===== src/assert_macros.svh =====
// Assertion macros shared by the quantile stats RTL.
`ifndef ASSERT_MACROS_SVH
`define ASSERT_MACROS_SVH

// Same-cycle implication, masked while reset is high.
`define PQS_ASSERT_IMP(lbl, clk, rst, ante, cons) \
   lbl: assert property (@(posedge clk) disable iff (rst) (ante) |-> (cons)) \
      else $error("pqs assertion failed");

// Next-cycle implication, masked while reset is high.
`define PQS_ASSERT_NXT(lbl, clk, rst, ante, cons) \
   lbl: assert property (@(posedge clk) disable iff (rst) (ante) |=> (cons)) \
      else $error("pqs assertion failed");

`endif


===== src/pqs_pkg.sv =====
// Shared constants and types for the quantile stats block.
package pqs_pkg;

   localparam int unsigned MAX_ENTRIES = 4096;

   localparam int unsigned PROB_W  = 17;
   localparam int unsigned LEVEL_W = 17;
   localparam int unsigned SUM_W   = 18;
   localparam int unsigned IDX_W   = 12;
   localparam int unsigned COUNT_W = 13;
   localparam int unsigned CNT_W   = $clog2(MAX_ENTRIES + 1);
   localparam int unsigned NUM_SLOTS = 4;

   localparam int unsigned CSR_ADDR_W = 2;
   localparam int unsigned REQ_DATA_W = 24;
   localparam int unsigned RSP_DATA_W = 64;

   localparam logic [LEVEL_W-1:0] LOW_LEVEL_RST  = 17'd3277;
   localparam logic [LEVEL_W-1:0] MID_LEVEL_RST  = 17'd32768;
   localparam logic [LEVEL_W-1:0] HIGH_LEVEL_RST = 17'd62259;

   typedef enum logic [CSR_ADDR_W-1:0] {
      CSR_LOW_LEVEL  = 2'd0,
      CSR_MID_LEVEL  = 2'd1,
      CSR_HIGH_LEVEL = 2'd2
   } csr_addr_type;

   typedef struct packed {
      logic [LEVEL_W-1:0] low;
      logic [LEVEL_W-1:0] mid;
      logic [LEVEL_W-1:0] high;
   } levels_type;

   typedef struct packed {
      logic               overflow;
      logic [COUNT_W-1:0] entry_count;
      logic [IDX_W-1:0]   high_quantile_index;
      logic [IDX_W-1:0]   median_index;
      logic [IDX_W-1:0]   low_quantile_index;
      logic [IDX_W-1:0]   min_index;
   } result_type;

endpackage


===== src/pdf_quantile_stats.sv =====
// Top level of the streamed distribution quantile stats block.
//
// Usage:
//  req channel: one probability entry per word, in index order. tdata[16:0]
//  is the probability (unsigned, 1.0 = 65536); tlast marks the last entry.
//  rsp channel: one word per distribution, issued for the tlast entry only.
//  csr channel: writes the three quantile levels (index 0 low, 1 mid, 2 high);
//  always ready, write only while the block is idle.
// Path: a last entry goes from the input register into the result register,
// which drives rsp; while that slot is busy, it waits in the input register.
// Throughput: one word per cycle on req unless a last word waits for rsp;
// the sum, saturation, min and three level compares: one stage past input reg.
// Stall: while a result waits on rsp, non-last entries keep flowing; a second
// last entry waits in the input register, then req_tready drops.
// Reset: sum, counts and marks clear, levels return to about 5%, 50%, 95%;
// no word is in flight. After each result the tracking state clears again.
// Entries beyond MAX_ENTRIES are not summed and set the overflow bit.
module pdf_quantile_stats import pqs_pkg::*; (
   input  logic                  clock,
   input  logic                  reset,
   // req: tdata = probability[16:0], zero padded to 24 bits
   input  logic                  req_tvalid,
   output logic                  req_tready,
   input  logic [REQ_DATA_W-1:0] req_tdata,
   input  logic                  req_tlast,
   // rsp: tdata = min_index[11:0], low_quantile_index[23:12],
   // median_index[35:24], high_quantile_index[47:36], entry_count[60:48],
   // overflow[61], zero padding[63:62]
   output logic                  rsp_tvalid,
   input  logic                  rsp_tready,
   output logic [RSP_DATA_W-1:0] rsp_tdata,
   // csr: register index and 17-bit level
   input  logic                  csr_valid,
   output logic                  csr_ready,
   input  logic [CSR_ADDR_W-1:0] csr_addr,
   input  logic [LEVEL_W-1:0]    csr_wdata
);

   levels_type levels;
   result_type res_data;
   logic       res_load;
   logic       slot_free;

   // level registers
   pqs_levels u_levels (
      .clock     (clock),
      .reset     (reset),
      .csr_valid (csr_valid),
      .csr_ready (csr_ready),
      .csr_addr  (csr_addr),
      .csr_wdata (csr_wdata),
      .levels    (levels)
   );

   // input register and running statistics
   pqs_track u_track (
      .clock     (clock),
      .reset     (reset),
      .in_valid  (req_tvalid),
      .in_ready  (req_tready),
      .in_prob   (req_tdata[PROB_W-1:0]),
      .in_last   (req_tlast),
      .levels    (levels),
      .slot_free (slot_free),
      .res_load  (res_load),
      .res_data  (res_data)
   );

   // result word register
   pqs_out u_out (
      .clock      (clock),
      .reset      (reset),
      .load       (res_load),
      .data       (res_data),
      .slot_free  (slot_free),
      .rsp_tvalid (rsp_tvalid),
      .rsp_tready (rsp_tready),
      .rsp_tdata  (rsp_tdata)
   );

endmodule


===== src/pqs_levels.sv =====
// Quantile level registers written through the csr channel.
module pqs_levels import pqs_pkg::*; (
   input  logic                  clock,
   input  logic                  reset,
   input  logic                  csr_valid,
   output logic                  csr_ready,
   input  logic [CSR_ADDR_W-1:0] csr_addr,
   input  logic [LEVEL_W-1:0]    csr_wdata,
   output levels_type            levels
);

   levels_type levels_ff, levels_in;

   assign csr_ready = 1'b1;
   assign levels    = levels_ff;

   always_comb begin
      levels_in = levels_ff;
      if (csr_valid) begin
         case (csr_addr)
            CSR_LOW_LEVEL:  levels_in.low  = csr_wdata;
            CSR_MID_LEVEL:  levels_in.mid  = csr_wdata;
            CSR_HIGH_LEVEL: levels_in.high = csr_wdata;
            default:        levels_in = levels_ff;  // unmapped index, ignored
         endcase
      end
   end

   always_ff @(posedge clock) begin
      if (reset) begin
         levels_ff.low  <= LOW_LEVEL_RST;
         levels_ff.mid  <= MID_LEVEL_RST;
         levels_ff.high <= HIGH_LEVEL_RST;
      end else begin
         levels_ff <= levels_in;
      end
   end

endmodule


===== src/pqs_track.sv =====
// Input register plus running sum, quantile marks and entry count.
`include "assert_macros.svh"

module pqs_track import pqs_pkg::*; (
   input  logic              clock,
   input  logic              reset,
   input  logic              in_valid,
   output logic              in_ready,
   input  logic [PROB_W-1:0] in_prob,
   input  logic              in_last,
   input  levels_type        levels,
   input  logic              slot_free,
   output logic              res_load,
   output result_type        res_data
);

   logic              in_vld_ff, in_vld_in;
   logic [PROB_W-1:0] prob_ff, prob_in;
   logic              last_ff, last_in;

   logic [SUM_W-1:0]  running_sum_ff, running_sum_in;
   logic [CNT_W-1:0]  entry_index_ff, entry_index_in;
   logic [NUM_SLOTS-1:0] found_marks_ff, found_marks_in;
   logic [IDX_W-1:0]  found_idx_ff [NUM_SLOTS];
   logic [IDX_W-1:0]  found_idx_in [NUM_SLOTS];
   logic              overflow_ff, overflow_in;

   logic              advance;
   logic              has_room;
   logic [SUM_W:0]    sum_wide;
   logic [SUM_W-1:0]  upd_sum;
   logic [CNT_W-1:0]  upd_index;
   logic [NUM_SLOTS-1:0] upd_marks;
   logic [IDX_W-1:0]  upd_idx [NUM_SLOTS];
   logic              upd_overflow;
   logic [SUM_W-1:0]  thr [NUM_SLOTS];
   logic              state_idle;
   logic              sum_nonzero;

   // a last word must find the result slot free; others always move on
   assign advance  = in_vld_ff && (!last_ff || slot_free);
   assign in_ready = !in_vld_ff || advance;
   assign res_load = advance && last_ff;

   // min mark is "sum reached one", the rest follow the levels
   assign thr[0] = SUM_W'(1);
   assign thr[1] = SUM_W'(levels.low);
   assign thr[2] = SUM_W'(levels.mid);
   assign thr[3] = SUM_W'(levels.high);

   assign has_room = entry_index_ff < CNT_W'(MAX_ENTRIES);
   assign sum_wide = {1'b0, running_sum_ff} + (SUM_W+1)'(prob_ff);

   always_comb begin
      upd_sum      = running_sum_ff;
      upd_index    = entry_index_ff;
      upd_marks    = found_marks_ff;
      upd_overflow = overflow_ff;
      for (int i = 0; i < NUM_SLOTS; i++) upd_idx[i] = found_idx_ff[i];
      if (has_room) begin
         upd_sum   = sum_wide[SUM_W] ? {SUM_W{1'b1}} : sum_wide[SUM_W-1:0];
         upd_index = entry_index_ff + CNT_W'(1);
         for (int i = 0; i < NUM_SLOTS; i++) begin
            if (!found_marks_ff[i] && (upd_sum >= thr[i])) begin
               upd_marks[i] = 1'b1;
               upd_idx[i]   = IDX_W'(entry_index_ff);
            end
         end
      end else begin
         upd_overflow = 1'b1;
      end
   end

   always_comb begin
      res_data.min_index           = upd_marks[0] ? upd_idx[0] : '0;
      res_data.low_quantile_index  = upd_marks[1] ? upd_idx[1] : '0;
      res_data.median_index        = upd_marks[2] ? upd_idx[2] : '0;
      res_data.high_quantile_index = upd_marks[3] ? upd_idx[3] : '0;
      res_data.entry_count         = COUNT_W'(upd_index);
      res_data.overflow            = upd_overflow;
   end

   always_comb begin
      in_vld_in = in_vld_ff;
      prob_in   = prob_ff;
      last_in   = last_ff;
      if (in_valid && in_ready) begin
         in_vld_in = 1'b1;
         prob_in   = in_prob;
         last_in   = in_last;
      end else if (advance) begin
         in_vld_in = 1'b0;
      end
   end

   always_comb begin
      running_sum_in = running_sum_ff;
      entry_index_in = entry_index_ff;
      found_marks_in = found_marks_ff;
      overflow_in    = overflow_ff;
      for (int i = 0; i < NUM_SLOTS; i++) found_idx_in[i] = found_idx_ff[i];
      if (advance) begin
         if (last_ff) begin
            running_sum_in = '0;
            entry_index_in = '0;
            found_marks_in = '0;
            overflow_in    = 1'b0;
            for (int i = 0; i < NUM_SLOTS; i++) found_idx_in[i] = '0;
         end else begin
            running_sum_in = upd_sum;
            entry_index_in = upd_index;
            found_marks_in = upd_marks;
            overflow_in    = upd_overflow;
            for (int i = 0; i < NUM_SLOTS; i++) found_idx_in[i] = upd_idx[i];
         end
      end
   end

   always_ff @(posedge clock) begin
      prob_ff <= prob_in;
      last_ff <= last_in;
      if (reset) begin
         in_vld_ff      <= 1'b0;
         running_sum_ff <= '0;
         entry_index_ff <= '0;
         found_marks_ff <= '0;
         overflow_ff    <= 1'b0;
         for (int i = 0; i < NUM_SLOTS; i++) found_idx_ff[i] <= '0;
      end else begin
         in_vld_ff      <= in_vld_in;
         running_sum_ff <= running_sum_in;
         entry_index_ff <= entry_index_in;
         found_marks_ff <= found_marks_in;
         overflow_ff    <= overflow_in;
         for (int i = 0; i < NUM_SLOTS; i++) found_idx_ff[i] <= found_idx_in[i];
      end
   end

   assign state_idle  = (entry_index_ff == '0) && (found_marks_ff == '0) &&
                        (running_sum_ff == '0);
   assign sum_nonzero = running_sum_ff != '0;

   `PQS_ASSERT_NXT(a_clear_after_last, clock, reset, res_load, state_idle)
   `PQS_ASSERT_IMP(a_marks_need_entries, clock, reset, found_marks_ff != '0, entry_index_ff != '0)
   `PQS_ASSERT_IMP(a_min_mark_tracks_sum, clock, reset, 1'b1, found_marks_ff[0] == sum_nonzero)

endmodule


===== src/pqs_out.sv =====
// Result register holding one word towards the rsp channel.
`include "assert_macros.svh"

module pqs_out import pqs_pkg::*; (
   input  logic                  clock,
   input  logic                  reset,
   input  logic                  load,
   input  result_type            data,
   output logic                  slot_free,
   output logic                  rsp_tvalid,
   input  logic                  rsp_tready,
   output logic [RSP_DATA_W-1:0] rsp_tdata
);

   logic       vld_ff, vld_in;
   result_type data_ff, data_in;

   assign slot_free  = !vld_ff || rsp_tready;
   assign rsp_tvalid = vld_ff;
   assign rsp_tdata  = RSP_DATA_W'(data_ff);

   always_comb begin
      vld_in  = vld_ff;
      data_in = data_ff;
      if (load) begin
         vld_in  = 1'b1;
         data_in = data;
      end else if (rsp_tready) begin
         vld_in = 1'b0;
      end
   end

   always_ff @(posedge clock) begin
      data_ff <= data_in;
      if (reset) begin
         vld_ff <= 1'b0;
      end else begin
         vld_ff <= vld_in;
      end
   end

   `PQS_ASSERT_IMP(a_load_into_free_slot, clock, reset, load, !vld_ff || rsp_tready)

endmodule

===== config.mk =====
export PLATFORM = sky130hd
export DESIGN_NAME = pdf_quantile_stats
export DESIGN_NICKNAME = d
export VERILOG_FILES = /design/src/pqs_pkg.sv /design/src/pdf_quantile_stats.sv /design/src/pqs_levels.sv /design/src/pqs_track.sv /design/src/pqs_out.sv
export VERILOG_INCLUDE_DIRS = /design/src /design/src/src
export SDC_FILE = /design/constraint.sdc
export NUM_CORES = 1
export LEC_CHECK = 0
export BUFFER_PORTS_ARGS = -buffer_cell sky130_fd_sc_hd__buf_2
export CAP_MARGIN = 20
export CORE_MARGIN = 2
export CORE_UTILIZATION = 27
export DETAILED_ROUTE_END_ITERATION = 7
export PLACE_DENSITY = 0.4
export RECOVER_POWER = 50
export SETUP_SLACK_MARGIN = 0.4
export SLEW_MARGIN = 20
export SYNTH_ARGS = -nofsm -noshare
export SYNTH_HDL_FRONTEND = slang
export SYNTH_HIERARCHICAL = 1
export SYNTH_SLANG_ARGS = --single-unit

===== constraint.sdc =====
create_clock -name clock -period 5 [get_ports clock]
set_input_delay 1 -clock clock [delete_from_list [all_inputs] [get_ports clock]]
set_output_delay 1 -clock clock [all_outputs]
set_load 0.03 [all_outputs]

### After elaboration in Yosys (flattened, before gate mapping)

Memories as Yosys holds them, arrays and structs flattened.
Index checks and enable logic that the tools add are counted.

| cells by class | value |
|---|---|
| add/sub/neg operators | 2 |
| $lt $le $gt $ge | 5 |
| eq/ne operators | 2 |
| mux-type cells | 31 |
| bitwise gates (word level) | 4 |
| reductions and logical operators | 25 |

Operators by type and width:

| kind | number |
|---|---|
| 48-bit two-way mux | 3 |
| 12-bit two-way mux | 8 |
| 18-bit by 17-bit greater-or-equal comparator with 1-bit output | 3 |
| 18-bit two-way mux | 3 |
| 13-bit two-way mux | 2 |
| 18-bit by 17-bit adder with 19-bit output | 1 |
| 18-bit by 1-bit greater-or-equal comparator with 1-bit output, second input constant | 1 |
| 13-bit by 1-bit adder with 13-bit output, second input constant | 1 |
| 13-bit < comparator, second input constant | 1 |
| 1-bit two-way mux | 13 |
| 4-bit two-way mux | 2 |
| 2-bit AND reduction | 4 |
| 1-bit logical AND | 7 |
| 1-bit zero test | 7 |
| 2-bit nonzero test | 3 |
| 1-bit bitwise OR | 4 |
| 1-bit logical OR | 3 |
| 2-bit by 1-bit == test with 1-bit output, second input constant | 1 |
| 2-bit == test, second input constant | 1 |
| 2-bit zero test | 1 |

| storage, ports and cells | value |
|---|---|
| flip-flop bits (word level) | 169 |
| memory bits (writable) | 48 |
| input bits | 49 |
| logic and storage cells | 87 |
| memories kept | 1 |

Memory list:

| memory | depth | bits a word | rd ports | clocked after Yosys merged registers in | write ports | RTL line | RTL |
|---|---|---|---|---|---|---|---|
| u_track.found_idx_ff | 4 | 12 | 4 | 0 | 4 | pqs_track.sv:24 | `logic [IDX_W-1:0] found_idx_ff [NUM_SLOTS];` |

### Logic depth before layout (Yosys ltp)

Gate-level depths: netlist of run 1.

| logic depth | value |
|---|---|
| word-level depth | 9 |
| depth in mapped cells | 19 |
| depth with buffers taken out | 17 |

### Cells and area by module

Netlist of run 1, hierarchy kept.

Modules (own cells, without submodules):

| module | times used | cells an instance | area an instance (µm²) |
|---|---|---|---|
| pqs_track | 1 | 797 | 7,044.3 |
| pqs_levels | 1 | 208 | 2,110.8 |
| pqs_out | 1 | 69 | 1,926.8 |

### Least setup slack after synthesis of run 1

Ideal clock, no wire load.

| timing path | value |
|---|---|
| kind | register to register |
| start point | register u_track.prob_ff[0] |
| end point | register u_out.data_ff (netlist bit u_out/rsp_tdata[26]) (data pin) |
| data arrival time | 4,250 ps |
| slack | 494 ps |
| cell stages (with the launch flop) | 19 |
| path buffers | 2 |
| path through | edfxtp_1 > ha_1 > fa_1 > a21oi_1 > o221a_2 > nor4_4 > o311ai_1 > and2_1 > clkbuf_1 > nand2_1 > ha_1 > o2111a_1 > and3_1 > a221oi_1 > nand3_1 > nor3_2 > nor2_1 > buf_2 > a22o_1 |

| on the way | value |
|---|---|
| word-level cells in the longest chain between the ends | 6 |
| elaborated cells between the ends (all ways) | 8 |
| those cells by class | add/sub: 1; order compare: 1; mux: 5; reduce/logical: 1 |

Ends and longest elaborated chain:

| element | RTL line | RTL |
|---|---|---|
| from (decl) | pqs_track.sv:18 | `logic [PROB_W-1:0] prob_ff, prob_in;` |
| from (signal assigned) | pqs_track.sv:120 | `prob_ff <= prob_in;` |
| 18-bit by 17-bit adder with 19-bit output * | pqs_track.sv:52 | `assign sum_wide = {1'b0, running_sum_ff} + (SUM_W+1)'(prob_ff);` |
| 18-bit two-way mux * | pqs_track.sv:61 | `upd_sum = sum_wide[SUM_W] ? {SUM_W{1'b1}} : sum_wide[SUM_W-1:0];` |
| 18-bit by 17-bit greater-or-equal comparator with 1-bit output * | pqs_track.sv:64 | `if (!found_marks_ff[i] && (upd_sum >= thr[i])) begin` |
| 1-bit logical AND * | pqs_track.sv:64 |  |
| 12-bit two-way mux / 1-bit two-way mux (equally long branches) | pqs_track.sv:64 |  |
| 48-bit two-way mux / 4-bit two-way mux (equally long branches) | pqs_track.sv:60 | `if (has_room) begin` |
| to (signal assigned) | pqs_out.sv:34 | `data_ff <= data_in;` |
| to (decl) | pqs_out.sv:16 | `result_type data_ff, data_in;` |

Every way passes the cells marked *; elsewhere a longest branch is shown, timed or not.
A chain may end at the register's enable or synchronous reset.

==> metrics.yaml, run 1 <==
critical_path:
  cp-startpoint: "u_track/prob_ff[0]"
  max_stage_delay_ns: 0.54
  required_ns: 5.49
  reg2reg_slack_ns: 0.56
  endpoint: "u_track/found_idx_ff[2][8]"
  crit_top_cell: "nor3_4"
  cp.arrival_ns: 4.93
  cp_max_fo: 6
  crit_path_end_kind: "flop"
  crit_slowest_cell: "or4b_4"
  r2r_end: "u_track/found_idx_ff[2][8]"
  reg2reg_depth: 18
  crit_chain: "ha_4 -> fa_2 -> a21oi_1 -> o221a_2 -> buf_4 -> o31ai_1 -> nor3b_1 -> or4b_4 -> ha_1 -> o2111a_1 -> and3_2 -> nand3_1 -> nor3_4 -> nor3_4 -> buf_4 -> nor3_4 -> clkbuf_16 -> mux2i_1"
  rr_startpoint: "u_track/prob_ff[0]"
  path_class: "reg2reg"
  critPathLaunchType: "flop"
grt:
  gr-total-overflow: 0
  grt_antenna_before_repair: 0
  grt_pass1_wl_um: 47200
  grt_pass1_vias: 8009
  grt_max_degree: 65
  grt_usage_pct: 14.4
power:
  p_leak_nw: 5.37
  vdd_drop_max_v: 0.000238
  pwr_density_cell_nw_per_um2: 338
  power.total_mw: 4.52
sta:
  setup_viol: 0
  worst_pin_slew_ns: 3.40
  fin_crit_ns: 4.44
  slew_violations: 125
  relSlewSlack_pct: -126
  hold_violations: 0
  whs_ns: 0.456
  setup-tns-final_ns: 0
  fmax_ghz: 0.225
  min_period_over_period_pct: 88.8
  worst_clock_skew_ns: 0.0251
  timing.final.ws_setup_ns: 0.558
  grt_setup_unrepaired: "false"
yosys:
  synth_top_area_share_pct: 24.7
  synthTopCellsByArea: "dfxtp_1 25%, edfxtp_1 22%, mux2i_1 9.0%, ha_1 7.8%, a22o_1 3.9%"
  syn-instance-count: 1074
  synth_ff_type: "dfxtp_1"
  synth.distinct_cells: 76
  ys_warn_count: 6
  synth-edff-count: 80
  synthArstFlopShare_pct: 0
  syn_area_per_cell_sq_um: 10.3
  synth_area_sq_um: 11100
  ys_seq_area_share_pct: 46.4
  ys_ff_latch: 217
  yosysTopAreaCell: "dfxtp_1"
route:
  drc: 0
  first_iter_violations: 421
  first_pass_iters: 5
  vias: 8031
  avgRoutedWirePerCell_um: 17.6
  vias_per_cell: 4.61
  routed_wl_um: 30700
  drtAntennaViolNets: 0
placement:
  placed_cell_area_sq_um: 12300
  place_inst: 1686
  pre_cts_slack_ns: 0.185
  hpwl_um: 21600
  portBuffers: 105
  gp_congestion: 0.810
cells_and_area:
  final_util_pct: 32.8
  stdcell_area_sq_um: 13300
  final_cell_mix: "137 x dfxtp_1, 100 x mux2i_1, 90 x nand2_1, 80 x edfxtp_1, 79 x nor2_1"
  num-nets-final: 1307
  diodes: 0
  fillers: 4223
  drive_above_1_share_pct: 15.1
  fin_cells: 1741
  syn_to_final_growth_pct: 20.4
  final_common_cell: "dfxtp_1"
die:
  coreArea_sq_um: 40600
  initial_core_util_pct: 27.3
  die_area_sq_um: 42700
  chipWidth_um: 207
  die_h_um: 207
  pin_count: 116
  row_count: 74
status:
  status: "complete, but fails checks"
  violations: "capacitance limit, slew limit"
clock_network:
  cts_tree: "done"
  htreeDepth: 1
  cts_hold_buf: 0
  numClockSinks: 217
  numCtsBuffers: 27
  clk_latency_ns: 0.57
  cts_buffer_depth: 3
  cts_root_buffer: "clkbuf_16"
  clk_pin_slew_worst_paths_ns: 0.07
min_path:
  hold_path_class: "reg2reg"
  hold_path.startpoint: "u_track/found_idx_ff[2][0]"
run:
  cap_violations: 2
==> synthesized netlist by cell type (10+ instances only) <==
| library cell | instances |
|---|---|
| buf_2 | 10 |
| a22o_1 | 49 |
| nand2_1 | 93 |
| a22oi_1 | 19 |
| mux2i_1 | 100 |
| nor2b_1 | 17 |
| xor2_1 | 11 |
| nand3_1 | 15 |
| a21o_1 | 24 |
| o21ai_0 | 13 |
| nor2_1 | 84 |
| clkbuf_1 | 40 |
| nand2b_1 | 65 |
| dfxtp_1 | 137 |
| inv_1 | 57 |
| ha_1 | 69 |
| a21oi_1 | 43 |
| xnor2_1 | 11 |
| edfxtp_1 | 80 |
==> timing repair <==
item,4_1_cts,5_1_grt
cloned,0,3
gates resized for setup,6,34
pin swaps,3,12
endpoints found under the setup margin,72,72
setup buffers,0,2
==> worst max-delay path: cells and delay by family, from the launching register on <==
kind | cells | cell delay, ns
AOI/OAI and AO/OA | 4 | 0.70
adders and majority gates | 3 | 0.82
buffers and inverters | 3 | 0.53
DFF | 1 | 0.41
muxes | 1 | 0.17
and+or+nand+nor | 7 | 1.72
==> per-layer routing <==
metal	wire length [um]	global-route usage, %	vias up
met2	14600	24.2	130
met5	0	0	-
li1	-	-	4051
met3	1190	2.14	34
met4	518	3.42	0
met1	14400	19.4	3816
==> kinds of logic (layout without fill, tap and decap cells) <==
logic type	count (synthesis)	count (layout)	share of synthesized area, %
simple gates	331	331	15.4
flops	217	217	46.4
compound gates	209	209	14.2
buf+inv	121	255	4.97
mux	102	102	9.24
fa+ha+maj	70	70	7.97
xor+xnor	22	22	1.74
other cells	2	3	0.0678
==> state kept, by name, indices dropped and copies added, names as in the netlist, 4 cells and up <==
signal	flops
u_track/prob_ff	17
u_levels/levels	51
u_track/running_sum_ff	18
u_out/rsp_tdata	62
u_track/entry_index_ff	13
u_track/found_idx_ff	48
u_track/found_marks_ff	4
==> where the power goes <==
| group | total, mW | internal, mW | leakage, nW | switching [mW] |
|---|---|---|---|---|
| registers | 1.91 | 1.87 | 1.94 | 0.0406 |
| logic | 0.608 | 0.248 | 2.99 | 0.360 |
| clock network | 2.00 | 1.18 | 0.444 | 0.821 |
| total | 4.52 | 3.30 | 5.37 | 1.22 |
==> area by class of cell <==
cell class / count / area [sq um] / area share [%]
clock buffer: 34 / 752 / 5.63
clock inverter: 16 / 165 / 1.24
inverter: 57 / 214 / 1.60
multi-input combinational: 737 / 5570 / 41.7
sequential: 217 / 5140 / 38.5
tap: 532 / 666 / 4.99
timing repair buffer: 148 / 836 / 6.26
==> worst min-delay path by stage <==
| stage | endpoint | depth (start not counted) |
|---|---|---|
| 2_1_floorplan | u_track/found_idx_ff[1][0] | 2 |
| 3_3_place_gp | u_track/found_idx_ff[2][4] | 2 |
| 3_5_place_dp | u_track/found_idx_ff[2][2] | 2 |
| 4_1_cts | u_track/found_idx_ff[2][1] | 2 |
| 5_1_grt | u_track/found_idx_ff[2][4] | 2 |
| 6_report | u_track/found_idx_ff[2][0] | 2 |
No activity file was read; power rests on OpenSTA's default activity.
==> run 2, diff against run 1 <==
Settings changed: RECOVER_POWER 50 to 100.
==> metrics.yaml, run 2 (synthesis gave the netlist of run 1 again) <==
status:
  status: "complete, but fails checks"
  violations: "capacitance limit, slew limit"
clock_network:
  numClockSinks: 217
  cts_hold_buf: 0
  clk_latency_ns: 0.57
  cts_root_buffer: "clkbuf_16"
  htreeDepth: 1
  cts_buffer_depth: 3
  cts_tree: "done"
  clk_pin_slew_worst_paths_ns: 0.07
  numCtsBuffers: 27
critical_path:
  crit_top_cell: "nor3_4"
  critPathLaunchType: "flop"
  critPathTopFamily: "simple AND/OR/NAND/NOR gates"
  max_stage_delay_ns: 0.41
  endpoint: "u_track/found_idx_ff[2][8]"
  r2r_end: "u_track/found_idx_ff[2][8]"
  path_class: "reg2reg"
  reg2reg_slack_ns: 0.43
  cp_max_fo: 14
  crit_path_end_kind: "flop"
  rr_startpoint: "u_track/prob_ff[0]"
  required_ns: 5.49
  cp.depth: 19
  cp-startpoint: "u_track/prob_ff[0]"
  cp.arrival_ns: 5.06
  reg2reg_depth: 19
  path_buf_inv: 3
  crit_slowest_cell: "edfxtp_1"
  crit_chain: "ha_4 -> fa_2 -> a21oi_1 -> o221a_2 -> nor4_4 -> o311ai_2 -> and2_0 -> buf_12 -> nand2_1 -> ha_4 -> o2111a_1 -> and3_2 -> nand3_1 -> nor3_4 -> nor3_4 -> clkbuf_1 -> nor3_4 -> clkbuf_16 -> mux2i_1"
power:
  swShare_pct: 27.1
  p_seq_share_pct: 42.4
  vdd_drop_max_v: 0.000239
  power.total_mw: 4.50
  p_leak_nw: 5.32
  combPwrFrac_pct: 13.2
  p_clk_share_pct: 44.4
  pwr_density_cell_nw_per_um2: 340
  p_sw_mw: 1.22
  intPower_mw: 3.28
grt:
  grt_pass1_wl_um: 47200
  grt_pass1_vias: 8009
  grt_antenna_before_repair: 0
  grt_usage_pct: 14.4
  gr-total-overflow: 0
  grt_max_degree: 65
cells_and_area:
  final_util_pct: 32.6
  syn_to_final_growth_pct: 19.7
  final_cell_mix: "137 x dfxtp_1, 100 x mux2i_1, 92 x nand2_1, 80 x nor2_1, 80 x edfxtp_1"
  stdcell_area_sq_um: 13300
  drive_above_1_share_pct: 13.9
  diodes: 0
  num-nets-final: 1307
  final_common_cell: "dfxtp_1"
  largest_reg_flops: 62
placement:
  gp_congestion: 0.810
  hpwl_um: 21600
  placed_cell_area_sq_um: 12300
  portBuffers: 105
die:
  coreArea_sq_um: 40600
  die_h_um: 207
  initial_core_util_pct: 27.3
  die_area_sq_um: 42700
  row_count: 74
  pin_count: 116
  chipWidth_um: 207
sta:
  hold_violations: 0
  fmax_ghz: 0.219
  min_period_over_period_pct: 91.3
  worst_pin_slew_ns: 3.42
  worst_clock_skew_ns: 0.0256
  relSlewSlack_pct: -128
  fin_crit_ns: 4.57
  whs_ns: 0.458
  slew_violations: 125
  grt_setup_unrepaired: "false"
  setup_viol: 0
route:
  routed_wl_um: 30700
  vias_per_cell: 4.60
  first_pass_iters: 4
  vias: 8001
  avgRoutedWirePerCell_um: 17.6
  first_iter_violations: 396
  drc: 0
  drtAntennaViolNets: 0
run:
  cap_violations: 2
min_path:
  hold_path_class: "reg2reg"
==> run 2: cell count changes in the layout (fill, tap and decap cells not counted), moves of 2 or more <==
cell,previous run,this run
clkbuf_1,71,76
buf_4,31,28
buf_6,3,1
nand2_1,90,92
nand2_2,3,1
==> run 2: worst min-delay path by stage <==
stage	start	end	depth (start not counted)
after floorplan	u_track/found_idx_ff[1][0]	u_track/found_idx_ff[1][0]	2
after global placement	u_track/found_idx_ff[2][4]	u_track/found_idx_ff[2][4]	2
after detailed placement	u_track/found_idx_ff[2][2]	u_track/found_idx_ff[2][2]	2
after CTS	u_track/found_idx_ff[2][1]	u_track/found_idx_ff[2][1]	2
after global routing	u_track/found_idx_ff[2][4]	u_track/found_idx_ff[2][4]	2
final	u_track/found_idx_ff[1][9]	u_track/found_idx_ff[1][9]	2
==> run 2: area by class of cell <==
class	count	area [sq um]
Timing Repair Buffer	148	810
Clock inverter	16	165
Inverter	57	214
Clock buffer	34	752
Sequential cell	217	5140
Fill cell	4236	27400
Multi-Input combinational cell	737	5510
Tap cell	532	666
==> run 2: repair_timing <==
action | in CTS | in global routing
gates cloned | 0 | 3
buffers inserted | 0 | 2
pin swaps | 3 | 12
resized for setup | 6 | 34
setup endpoints to repair | 72 | 72
==> run 2: tightest hold or removal path, delay by kind of cell (launching register included) <==
family | cells | cell delay (ns)
simple gates | 1 | 0.05
flops | 1 | 0.31
mux | 1 | 0.05
==> run 2: power by group through the flow <==
stage | Clock (mW) | Combinational, mW | Sequential (mW)
final | 2.00 | 0.593 | 1.91
after global routing | 2.14 | 0.661 | 1.91
after CTS | 2.07 | 0.572 | 1.91
after detailed placement | 0 | 0.565 | 1.94
after global placement | 0 | 0.563 | 1.94
after floorplan | 0 | 0.370 | 1.93
==> run 2: routing by layer <==
metal | share of wire, % | track usage, %
met1 | 47 | 19.4
met2 | 47 | 24.2
met3 | 3.8 | 2.14
met4 | 1.7 | 3.42
met5 | 0 | 0
==> run 2: stage by stage <==
stage,worst slack (ns),TNS [ns],cells
after detailed placement,0.185,0,1686
after global routing,0.202,0,1741
after floorplan,0.494,0,1075
final,0.433,0,1741
after CTS,0.445,0,1736
after global placement,-0.0440,-0.320,1686
==> run 3, diff against run 2 <==
Settings changed: PLACE_DENSITY 0.4 to default.
==> metrics.yaml, run 3 (synthesis gave the netlist of run 1 again) <==
route:
  vias: 8245
  vias_per_cell: 4.77
  avgRoutedWirePerCell_um: 16.9
  first_iter_violations: 554
  first_pass_iters: 5
  drc: 0
  routed_wl_um: 29300
  drtAntennaViolNets: 0
clock_network:
  cts_hold_buf: 0
  cts_root_buffer: "clkbuf_16"
  clk_latency_ns: 0.53
  numClockSinks: 217
  numCtsBuffers: 26
  clk_pin_slew_worst_paths_ns: 0.06
  htreeDepth: 1
  cts_tree: "done"
  cts_buffer_depth: 3
placement:
  hpwl_um: 20700
  pre_cts_slack_ns: 0.0420
  gp_congestion: 0.893
  portBuffers: 105
  place_inst: 1675
cells_and_area:
  num-nets-final: 1295
  syn_to_final_growth_pct: 18.8
  drive_above_1_share_pct: 12.5
  final_cell_mix: "137 x dfxtp_1, 100 x mux2i_1, 90 x nand2_1, 81 x nor2_1, 80 x edfxtp_1"
  largest_reg_flops: 62
  fin_cells: 1728
  diodes: 0
  final_common_cell: "dfxtp_1"
grt:
  grt_pass1_wl_um: 44800
  grt_pass1_vias: 7974
  grt_antenna_before_repair: 0
  gr-total-overflow: 0
  grt_usage_pct: 13.4
  use_met1_pct: 18.1
  grt_max_degree: 73
  grt_busiest_layer: "met2"
  grt_util_met3_pct: 2.24
  use_met2_pct: 21.8
run:
  cap_violations: 4
power:
  p_clk_share_pct: 44.9
  swShare_pct: 25.6
  vdd_drop_max_v: 0.000245
  power.total_mw: 4.49
  p_seq_share_pct: 42.4
  p_leak_nw: 5.26
  pwr_density_cell_nw_per_um2: 341
  intPower_mw: 3.34
  p_sw_mw: 1.15
  combPwrFrac_pct: 12.7
sta:
  grt_setup_unrepaired: "false"
  min_period_over_period_pct: 90.6
  worst_clock_skew_ns: 0.0163
  fin_crit_ns: 4.53
  worst_pin_slew_ns: 2.71
  setup_viol: 0
  timing.final.ws_setup_ns: 0.472
  relSlewSlack_pct: -80.7
  setup-tns-final_ns: 0
  hold_violations: 0
  slew_violations: 178
  fmax_ghz: 0.221
die:
  coreArea_sq_um: 40600
  row_count: 74
  initial_core_util_pct: 27.3
  die_h_um: 207
  chipWidth_um: 207
  die_area_sq_um: 42700
  pin_count: 116
critical_path:
  reg2reg_depth: 18
  required_ns: 5.45
  critPathLaunchType: "flop"
  crit_path_end_kind: "flop"
  cp.arrival_ns: 4.97
  cp_max_fo: 6
  path_class: "reg2reg"
min_path:
  hold_path_class: "reg2reg"
  whs_path_depth: 2
status:
  status: "complete, but fails checks"
  violations: "capacitance limit, slew limit"
==> run 3: cell types whose count changed in the layout (fill, tap and decap cells not counted), sizes merged <==
cell      delta
clkinvlp     -2
inv          -1
bufinv       +3
clkbuf       -3
buf         -10
==> run 3: worst max-delay path, stage by stage (launching register included) <==
cell and delay (ns):
edfxtp_1 0.41, ha_4 0.19, fa_2 0.36, a21oi_2 0.14
o221a_2 0.24, clkbuf_1 0.15, o31ai_1 0.11, nor3b_1 0.16
or4b_4 0.58, ha_1 0.31, o2111a_1 0.19, and3_1 0.25
nand3_1 0.15, nor3_4 0.28, nor3_4 0.08, clkbuf_1 0.14
nor3_2 0.28, buf_6 0.22, mux2i_1 0.20
==> run 3: per-layer routing <==
| layer | vias to the layer above | share of wire (%) |
|---|---|---|
| met1 | 3901 | 45 |
| li1 | 4036 | - |
| met5 | - | 0 |
| met4 | 0 | 2.9 |
| met2 | 253 | 46 |
| met3 | 55 | 6.3 |
==> run 3: final timing paths <==
path                                     from                     endpoint  slack (ns)
hold / removal    u_track/found_idx_ff[3][11]  u_track/found_idx_ff[3][11]        0.46
setup / recovery           u_track/prob_ff[0]   u_track/found_idx_ff[2][7]        0.47
hold reg to reg   u_track/found_idx_ff[3][11]  u_track/found_idx_ff[3][11]        0.46
setup reg to reg           u_track/prob_ff[0]   u_track/found_idx_ff[2][7]        0.47
==> run 3: what timing repair did <==
item                                    4_1_cts  5_1_grt
setup buffers                                 0        2
endpoints found under the setup margin       48       73
cloned                                        0        2
gates resized for setup                       9       35
pin swaps                                     1       14
==> run 3: per-stage QoR <==
stage                     hold slack (ns)  util [%]  area, sq um
after floorplan                     0.435         -        11100
after global placement              0.443      30.0        12200
after detailed placement            0.446      30.0        12200
after CTS                           0.460      32.4        13200
after global routing                0.478      32.4        13200
final                               0.460      32.4        13200
==> run 3: final cells by class <==
class / instances / area (sq um)
sequential: 217 / 5140
clock buffer: 32 / 694
tap: 532 / 666
timing repair buffer: 137 / 717
fill: 4191 / 27500
multi-input combinational: 737 / 5500
clock inverter: 16 / 231
inverter: 57 / 214
==> run 3: power by group through the flow <==
stage	logic [mW]	clock network, mW	registers [mW]
after floorplan	0.370	0	1.93
after global placement	0.525	0	1.94
after detailed placement	0.535	0	1.94
after CTS	0.546	2.08	1.90
after global routing	0.630	2.16	1.91
final	0.569	2.02	1.91
